`src/design/qsdm_pkg.sv`:
```
// Shared types, codes and constants of the quadrature speed and distance meter.
package qsdm_pkg;

	localparam int COUNT_WIDTH = 32;
	localparam int PROD_W      = COUNT_WIDTH + 32;
	localparam int PADDR_W     = 3;

	localparam logic [63:0] HOLD_LIMIT = 64'd100000;

	localparam logic [31:0] SPEED_SCALE_RST = 32'd6553600;
	localparam logic [31:0] DEG_PER_TICK_RST = 32'd65536;

	localparam logic [1:0] FUNC_PIN   = 2'd0;
	localparam logic [1:0] FUNC_SPEED = 2'd1;
	localparam logic [1:0] FUNC_DIST  = 2'd2;

	localparam logic KIND_SPEED = 1'b0;
	localparam logic KIND_DIST  = 1'b1;

	localparam logic REG_SPEED_SCALE  = 1'b0;
	localparam logic REG_DEG_PER_TICK = 1'b1;

	typedef struct packed {
		logic [1:0] func;
		logic       level_a;
		logic       level_b;
	} item_t;

	typedef struct packed {
		logic signed [31:0] value;
		logic               kind;
		logic               speed_held;
	} result_t;

	typedef struct packed {
		logic [COUNT_WIDTH-1:0] mag;
		logic                   neg;
		logic                   held;
		logic                   kind;
	} stage_t;

endpackage

```
`src/design/quadrature_speed_distance_meter_top.sv`:
```
// Top level of the quadrature speed and distance meter.
// A speed-sample or distance-read word is registered in the front stage, then in the result register.
// One input word is taken per cycle while the result side does not stall; pin-change words give no result.
// The rate is set by the stage register before the single 32 by 32 multiplier.
// Reset clears the tick count, snapshot, accumulator, previous speed and valid flags at once,
// and returns both scale registers to their reset values.
module quadrature_speed_distance_meter_top import qsdm_pkg::*; (
	input  logic               clk,
	input  logic               arst_n,
	input  logic               item_valid,
	output logic               item_ready,
	input  item_t              item,
	output logic               res_valid,
	input  logic               res_ready,
	output result_t            res,
	input  logic               psel,
	input  logic               penable,
	input  logic               pwrite,
	input  logic [PADDR_W-1:0] paddr,
	input  logic [31:0]        pwdata,
	output logic [31:0]        prdata,
	output logic               pready
);

	// Scale factors from the register file, both in Q16.16.
	logic [31:0] speed_scale;
	logic [31:0] degrees_per_tick;

	// The front stage hands a registered magnitude, its sign and the hold decision
	// to the scaling stage; adv says the scaling stage can take it this cycle.
	logic   valid_s1;
	stage_t stage_s1;
	logic   adv;

	qsdm_cfg_regs u_cfg (
		.clk              (clk),
		.arst_n           (arst_n),
		.psel             (psel),
		.penable          (penable),
		.pwrite           (pwrite),
		.paddr            (paddr),
		.pwdata           (pwdata),
		.prdata           (prdata),
		.pready           (pready),
		.speed_scale      (speed_scale),
		.degrees_per_tick (degrees_per_tick)
	);

	// The counters are updated at the moment a word is accepted, so each word
	// sees the state left by the one before it, even while results are waiting.
	qsdm_front u_front (
		.clk        (clk),
		.arst_n     (arst_n),
		.item_valid (item_valid),
		.item       (item),
		.item_ready (item_ready),
		.adv        (adv),
		.valid_s1   (valid_s1),
		.stage_s1   (stage_s1)
	);

	// The previous speed lives in the scaling stage, where results leave in order,
	// so a held sample always picks up the speed of the last sample that was not held.
	qsdm_scale u_scale (
		.clk              (clk),
		.arst_n           (arst_n),
		.valid_s1         (valid_s1),
		.stage_s1         (stage_s1),
		.speed_scale      (speed_scale),
		.degrees_per_tick (degrees_per_tick),
		.adv              (adv),
		.res_valid        (res_valid),
		.res              (res),
		.res_ready        (res_ready)
	);

endmodule

```
`src/design/qsdm_cfg_regs.sv`:
```
// APB register file holding the two Q16.16 scale factors.
module qsdm_cfg_regs import qsdm_pkg::*; (
	input  logic               clk,
	input  logic               arst_n,
	input  logic               psel,
	input  logic               penable,
	input  logic               pwrite,
	input  logic [PADDR_W-1:0] paddr,
	input  logic [31:0]        pwdata,
	output logic [31:0]        prdata,
	output logic               pready,
	output logic [31:0]        speed_scale,
	output logic [31:0]        degrees_per_tick
);

	logic [31:0] speed_scale_q;
	logic [31:0] deg_per_tick_q;
	logic        wr_en;

	assign pready = 1'b1;
	assign wr_en  = psel && penable && pwrite && pready;

	always_ff @(posedge clk or negedge arst_n) begin
		if (!arst_n) begin
			speed_scale_q  <= SPEED_SCALE_RST;
			deg_per_tick_q <= DEG_PER_TICK_RST;
		end else if (wr_en) begin
			if (paddr[2] == REG_SPEED_SCALE) begin
				speed_scale_q <= pwdata;
			end else begin
				deg_per_tick_q <= pwdata;
			end
		end
	end

	assign prdata = (paddr[2] == REG_SPEED_SCALE) ? speed_scale_q : deg_per_tick_q;
	assign speed_scale      = speed_scale_q;
	assign degrees_per_tick = deg_per_tick_q;

endmodule

```
`src/design/qsdm_front.sv`:
```
// Tick counter, snapshot and travel accumulator; registers the magnitude to be scaled.
module qsdm_front import qsdm_pkg::*; (
	input  logic   clk,
	input  logic   arst_n,
	input  logic   item_valid,
	input  item_t  item,
	output logic   item_ready,
	input  logic   adv,
	output logic   valid_s1,
	output stage_t stage_s1
);

	logic [COUNT_WIDTH-1:0] tick_q;
	logic [COUNT_WIDTH-1:0] snap_q;
	logic [COUNT_WIDTH-1:0] acc_q;
	logic                   valid_q;
	stage_t                 stage_q;
	logic                   accept;
	logic [COUNT_WIDTH-1:0] diff;
	logic [COUNT_WIDTH-1:0] sel;
	logic [COUNT_WIDTH-1:0] mag;
	logic                   neg;
	logic                   load;

	assign item_ready = !valid_q || adv;
	assign accept     = item_valid && item_ready;
	assign load       = accept && (item.func == FUNC_SPEED || item.func == FUNC_DIST);

	assign diff = tick_q - snap_q;
	assign sel  = (item.func == FUNC_SPEED) ? diff : acc_q;
	assign neg  = sel[COUNT_WIDTH-1];
	assign mag  = neg ? (~sel + COUNT_WIDTH'(1)) : sel;

	always_ff @(posedge clk or negedge arst_n) begin
		if (!arst_n) begin
			tick_q  <= '0;
			snap_q  <= '0;
			acc_q   <= '0;
			valid_q <= 1'b0;
		end else begin
			if (accept) begin
				case (item.func)
					FUNC_PIN: begin
						if (item.level_a == item.level_b) begin
							tick_q <= tick_q + COUNT_WIDTH'(1);
						end else begin
							tick_q <= tick_q - COUNT_WIDTH'(1);
						end
					end
					FUNC_SPEED: begin
						snap_q <= tick_q;
						acc_q  <= acc_q + diff;
					end
					FUNC_DIST: begin
						acc_q <= '0;
					end
					default: begin
					end
				endcase
			end
			if (load) begin
				valid_q <= 1'b1;
			end else if (adv) begin
				valid_q <= 1'b0;
			end
		end
	end

	always_ff @(posedge clk) begin
		if (load) begin
			stage_q.mag  <= mag;
			stage_q.neg  <= neg;
			stage_q.kind <= (item.func == FUNC_SPEED) ? KIND_SPEED : KIND_DIST;
			stage_q.held <= (item.func == FUNC_SPEED) && (64'(mag) >= HOLD_LIMIT);
		end
	end

	assign valid_s1 = valid_q;
	assign stage_s1 = stage_q;

endmodule

```
`src/design/qsdm_scale.sv`:
```
// Q16.16 multiply, truncation and saturation, held-speed selection and result register.
module qsdm_scale import qsdm_pkg::*; (
	input  logic        clk,
	input  logic        arst_n,
	input  logic        valid_s1,
	input  stage_t      stage_s1,
	input  logic [31:0] speed_scale,
	input  logic [31:0] degrees_per_tick,
	output logic        adv,
	output logic        res_valid,
	output result_t     res,
	input  logic        res_ready
);

	logic [31:0]        scale;
	logic [PROD_W-1:0]  prod;
	logic               sat;
	logic [31:0]        shifted;
	logic               big;
	logic signed [31:0] scaled;
	logic signed [31:0] value;
	logic signed [31:0] prev_q;
	logic               res_valid_q;
	result_t            res_q;

	assign adv = !res_valid_q || res_ready;

	assign scale   = (stage_s1.kind == KIND_SPEED) ? speed_scale : degrees_per_tick;
	assign prod    = PROD_W'(stage_s1.mag) * PROD_W'(scale);
	assign sat     = |(prod >> 48);
	assign shifted = prod[47:16];
	assign big     = sat || shifted[31];

	always_comb begin
		if (stage_s1.neg) begin
			scaled = big ? 32'sh8000_0000 : -$signed(shifted);
		end else begin
			scaled = big ? 32'sh7fff_ffff : $signed(shifted);
		end
		value = stage_s1.held ? prev_q : scaled;
	end

	always_ff @(posedge clk or negedge arst_n) begin
		if (!arst_n) begin
			res_valid_q <= 1'b0;
			prev_q      <= '0;
		end else if (adv) begin
			res_valid_q <= valid_s1;
			if (valid_s1 && stage_s1.kind == KIND_SPEED && !stage_s1.held) begin
				prev_q <= scaled;
			end
		end
	end

	always_ff @(posedge clk) begin
		if (adv && valid_s1) begin
			res_q.value      <= value;
			res_q.kind       <= stage_s1.kind;
			res_q.speed_held <= stage_s1.held;
		end
	end

	assign res_valid = res_valid_q;
	assign res       = res_q;

endmodule

```
`config.mk`:
```
export PLATFORM = sky130hd
export DESIGN_NAME = quadrature_speed_distance_meter_top
export DESIGN_NICKNAME = d
export VERILOG_FILES = /design/src/design/qsdm_pkg.sv /design/src/design/quadrature_speed_distance_meter_top.sv /design/src/design/qsdm_cfg_regs.sv /design/src/design/qsdm_front.sv /design/src/design/qsdm_scale.sv
export SDC_FILE = /design/constraint.sdc
export NUM_CORES = 2
export LEC_CHECK = 0
export ABC_CLOCK_PERIOD_IN_PS = 13300
export BUFFER_PORTS_ARGS = -buffer_cell sky130_fd_sc_hd__buf_2
export CAP_MARGIN = 5
export CELL_PAD_IN_SITES_DETAIL_PLACEMENT = 0
export CELL_PAD_IN_SITES_GLOBAL_PLACEMENT = 2
export CORE_AREA = 2 2 351 353
export DETAILED_ROUTE_END_ITERATION = 16
export DIE_AREA = 0 0 353 355
export HOLD_SLACK_MARGIN = 0.06
export PLACE_DENSITY_LB_ADDON = 0.1
export SETUP_SLACK_MARGIN = 0.4
export SYNTH_ARGS = -nofsm -noshare
export SYNTH_HDL_FRONTEND = slang
export SYNTH_SLANG_ARGS = --single-unit
```
`constraint.sdc`:
```
create_clock -name clk -period 13.3 [get_ports clk]
set_input_delay 1.33 -clock clk [delete_from_list [all_inputs] [get_ports clk]]
set_output_delay 1.33 -clock clk [all_outputs]
set_load 0.005 [all_outputs]
```
Word level (Yosys, flattened, before mapping) --
Index checks and enable logic that the tools add are counted.
Storage, ports and cells: input bits 46, bits in registers 263
Cells by class: $lt $le $gt $ge 1, multipliers 1, muxes and demuxes 13, add/subtract/negate cells 6, eq/ne operators 3, reductions and logical operators 25, bitwise logic cells 3
Operator list (number):
- $mux 32 | 9
- $add 32x1->32 const B | 2
- $mul 32x32->64 | 1
- $pmux 32 s2 | 1
- $add 32x32->32 | 1
- $ge 32x17->1 const B | 1
- $neg 32->32 | 1
- $not 32->32 | 1
- $sub 32x1->32 const B | 1
- $sub 32x32->32 | 1
- $reduce_or 16->1 | 1
- $reduce_and 2->1 | 6
- $logic_and 1x1->1 | 8
- $logic_or 1x1->1 | 4
- $reduce_bool 2->1 | 2
- $logic_not 1->1 | 3
- $mux 1 | 3
- $eq 2x1->1 const B | 1
- $eq 2x2->1 const B | 1
- $logic_not 2->1 | 1
- $not 1->1 | 2
- $eq 1x1->1 | 1

Depth between registers and ports, before layout --
depth in word-level cells 7, depth in mapped cells 36, depth with buffers taken out 30

By module --
From an unflattened synthesis, not the netlist that was laid out.
Unflattened totals: cells, all modules 5802, area total of the unflattened synthesis 53119.7 µm²
By module, submodules not included:
- qsdm_scale | times used 1, cells an instance 4318, area an instance 38680.8 µm²
- qsdm_front | times used 1, cells an instance 1310, area an instance 11522.3 µm²
- qsdm_cfg_regs | times used 1, cells an instance 174, area an instance 2916.5 µm²

Least setup slack after synthesis --
Ideal clock, no wire load.
path type reg2reg, from reg u_front.stage_q, in the netlist u_front.stage_s1[0], to reg u_scale.res_q, in the netlist u_scale.res[21], data pin, data arrival time 9.362 ns, data required time 13.040 ns, setup slack 3.678 ns, cell stages (with the launch flop) 32, path buffers 4, path through edfxtp_1 > buf_6 > clkbuf_1 > clkbuf_1 > mux2i_1 > clkbuf_1 > nor2b_1 > fa_1 > fa_1 > fa_1 > inv_1 > fa_1 > inv_1 > fa_1 > inv_1 > fa_1 > inv_1 > fa_1 > fa_1 > ha_1 > a21o_1 > a21o_1 > a21o_1 > a221oi_1 > a211oi_1 > or3_1 > a211oi_1 > and4_1 > and3_2 > mux2i_1 > a22o_1 > mux2_2
Between the ends: longest elaborated chain between the ends 7, elaborated cells between the ends (all ways) 9
RTL lines:
- start, declared | RTL line qsdm_front.sv:17 | stage_t stage_q;
- $mux 32 * | RTL line qsdm_scale.sv:28 | assign scale = (stage_s1.kind == KIND_SPEED) ? speed_scale : degrees_per_tick;
- $mul 32x32->64 * | RTL line qsdm_scale.sv:29 | assign prod = PROD_W'(stage_s1.mag) * PROD_W'(scale);
- parallel branches: the longest is 3 deep, another holds $neg 32->32
- $mux 32 * | RTL line qsdm_scale.sv:35 | if (stage_s1.neg) begin
- $mux 32 * | RTL line qsdm_scale.sv:40 | value = stage_s1.held ? prev_q : scaled;
- via u_scale.value[19] | RTL line qsdm_scale.sv:21 | logic signed [31:0] value;
- end, declared | RTL line qsdm_scale.sv:24 | result_t res_q;
Mark *: on every way through the listed nets, which the timed path passes. A chain may end at the register's enable or synchronous reset.

Worst setup path after layout --
from reg u_front.stage_q, in the netlist u_front.stage_s1[0], to reg u_scale.res_q, in the netlist u_scale.res[22], data pin
The elaborated chain is that of the path after synthesis.

==> out/results.txt <==
Port Buf Inserts: 111
Yosys warns: 0
Critical Path Fanout Max: 32
Area after DPL: 54000 um2
Mapped cell area: 51800 um2
Reg2Reg Setup Slack: 1.39 ns
CP endpoint kind: flip-flop
Final instance area: 55200 um2
Area of the multi-input gates: 40200 um2
Clock tree buffer depth: 3
Most frequent cells in the layout: 963 x inv_1, 898 x fa_1, 519 x nand2_1, 438 x and2_1, 356 x ha_1
Max-cap violations: 0
Number of remaining DRC errors: 0
Hold path start: u_scale.prev_q[15]$_DFFE_PN0P_
Row Count: 128
Initial DRC Count: 2369
Post-synth cell types: 112
Clk_skew: 0.0447 ns
Fmax: 84.0 MHz
Worst Hold Depth: 2
Slowest stage delay, CP: 1.11 ns
Nets: 6780
Htree depth: 2
CP most frequent cell: fa_1
Drt wl/cell: 21.6 um
Slew @ Worst Pin: 1.22 ns
Antenna violations before repair: 8
Final Critical Period: 11.91 ns
Arr. time, crit path: 12.22 ns
Global-route wire length before repair: 243 mm
Routed vias/inst: 5.35
FILL cells: 12.1k
Final ANT Viol Nets: 0
Largest net degree at the start of global routing: 73
Post-Route WL: 154 mm
Dpl ws: 1.42 ns
Crit-path slowest cell: edfxtp_1
Commonest non-fill, non-tap cell in the layout: inv_1
RD Place Congestion: 0.840
Top area cells in the synthesized netlist: fa_1 35%, dfrtp_1 9.2%, ha_1 8.6%, inv_1 7.0%, and2_1 5.3%
Via count: 38.2k
Max-slew violations: 0
CTS tree: yes
# IOs: 115
Endpoints failing setup: 0
Root Buffer: clkbuf_16
Die area: 125000 um2
HPWL after DPL: 120 mm
FF+latch area: 6930 um2
Die span in y: 355 um
Total global routing track utilization: 0.252
Worst Setup SP: u_front.stage_s1[0]$_DFFE_PP_
Worst EP required: 13.61 ns
Grt total ovfl: 0
Status: finished clean
Class of the worst hold path: reg -> reg
Top cell type's share of synthesized area: 0.347
Critical path's top delay family: adder cells
Clk_lat worst skew: 0.58 ns
Setup TNS: 0 ns
Placeable Area: 121000 um2
Initial DRT Pass Iterations: 5
Synth Flop Type: dfrtp_1
R2R cell count: 30
CTS clk-pin slew, worst paths: 0.06 ns
Die width: 353 um
RSZ-0062 raised after global routing: no
Setup Buffers After CTS: 0
Final period util: 0.896
Startpoint types: flip-flop
Synthesized flop and latch total: 263
RR Startpoint: u_front.stage_s1[0]$_DFFE_PP_
Post-synthesis sequential area ratio: 0.134
Layout cells sized above 1: 0.0888
Async SR Flop Fraction: 0.738
Avg Cell Area, Syn: 9.32 um2
R2r endpoint: u_scale.res[22]$_DFFE_PP_
Cts hold-fix bufs: 0
Synthesis-to-layout area growth: 6.41%
Starting Density: 0.427
Critical path type: reg -> reg
Gate Count Post-Synth: 5561
CTS Sinks: 263
Synthesized net count: 6862
Post-synth EDFFs: 69
Final hold violations: 0
Total CTS buffers: 35
Post_cts resized: 0
Worst setup margin: 1.39 ns
Worst slew margin: 0.184
Endpoint, Worst Hold: u_scale.prev_q[15]$_DFFE_PN0P_
Vias in the first global route: 39.9k
Worst Path Buf+Inv: 7
Layout Utilization: 0.454
Area leader, netlist: fa_1
## tightest hold or removal path: stages (launching register included)
cell     delay (ns)
dfrtp_1        0.34
nand2_1        0.05
o41ai_1        0.06
## per-stage QoR
step	hold WS [ns]	std cells
6_report	0.477	7133
3_5_place_dp	0.468	7067
2_1_floorplan	0.444	5561
4_1_cts	0.481	7130
5_1_grt	0.497	7130
3_3_place_gp	0.456	7067
## worst max path at each step
stage | end | slack [ns] | cells past startpoint
2_1_floorplan | u_scale.res[21]$_DFFE_PP_ | 3.68 | 31
3_3_place_gp | u_scale.res[22]$_DFFE_PP_ | 1.49 | 28
3_5_place_dp | u_scale.res[22]$_DFFE_PP_ | 1.42 | 28
4_1_cts | u_scale.res[22]$_DFFE_PP_ | 1.35 | 28
5_1_grt | u_scale.res[15]$_DFFE_PP_ | 0.90 | 29
6_report | u_scale.res[22]$_DFFE_PP_ | 1.39 | 30
## logic make-up (layout without fill, tap and decap cells)
| kind of cell | after synthesis | count (layout) | synth area share |
|---|---|---|---|
| buffers and inverters | 1277 | 1221 | 0.0932 |
| XOR/XNOR | 148 | 148 | 0.0252 |
| adder cells (fa/ha/maj) | 1255 | 1255 | 0.433 |
| AND/OR/NAND/NOR | 1658 | 1658 | 0.170 |
| multiplexers | 206 | 206 | 0.0441 |
| other | 1 | 4 | 0.0000724 |
| AO/OA/AOI/OAI | 753 | 753 | 0.101 |
| flip-flops | 263 | 263 | 0.134 |
## cells in the mapped netlist (all sizes together), types with 21 or more instances
| cell type | n |
|---|---|
| nor2b | 291 |
| a211oi | 25 |
| fa | 898 |
| clkbuf | 278 |
| a21oi | 177 |
| edfxtp | 69 |
| and2 | 440 |
| inv | 965 |
| ha | 357 |
| dfrtp | 190 |
| nor3 | 43 |
| nor2 | 127 |
| xnor2 | 95 |
| a21o | 97 |
| a31oi | 21 |
| nand3 | 53 |
| o211ai | 22 |
| nand4 | 28 |
| mux2 | 173 |
| o21ai | 149 |
| xor2 | 53 |
| a22o | 28 |
| buf | 32 |
| o21bai | 24 |
| mux2i | 33 |
| nand2 | 522 |
| and3 | 28 |
| nand2b | 37 |
## cell type report
class | instances | area share
clock buffers | 51 | 0.0177
well taps | 1625 | 0.0369
repair buffers | 191 | 0.0214
multi-input cells | 4021 | 0.729
diodes | 3 | 0.000136
clock inverters | 12 | 0.00331
flip-flops and latches | 263 | 0.126
inverters | 967 | 0.0658
## registers in the layout, summed over array words and instances, names as in the netlist
register,count
u_cfg.degrees_per_tick,32
u_cfg.speed_scale,32
u_front.acc_q,32
u_front.snap_q,32
u_front.stage_s1,35
u_front.tick_q,32
u_front.valid_s1,1
u_scale.prev_q,32
u_scale.res,34
u_scale.res_valid,1
## per-layer routing
layer | up-vias | part of all wire | GRT usage
met5 | - | 0 | 0
met4 | 0 | 0.020 | 0.0502
met3 | 141 | 0.037 | 0.0229
met2 | 629 | 0.46 | 0.402
li1 | 17480 | - | -
met1 | 19944 | 0.48 | 0.375
Power is left out: the tool's default activity adds up to more than one toggle a clock period on the data nets, which glitch-free logic cannot reach.
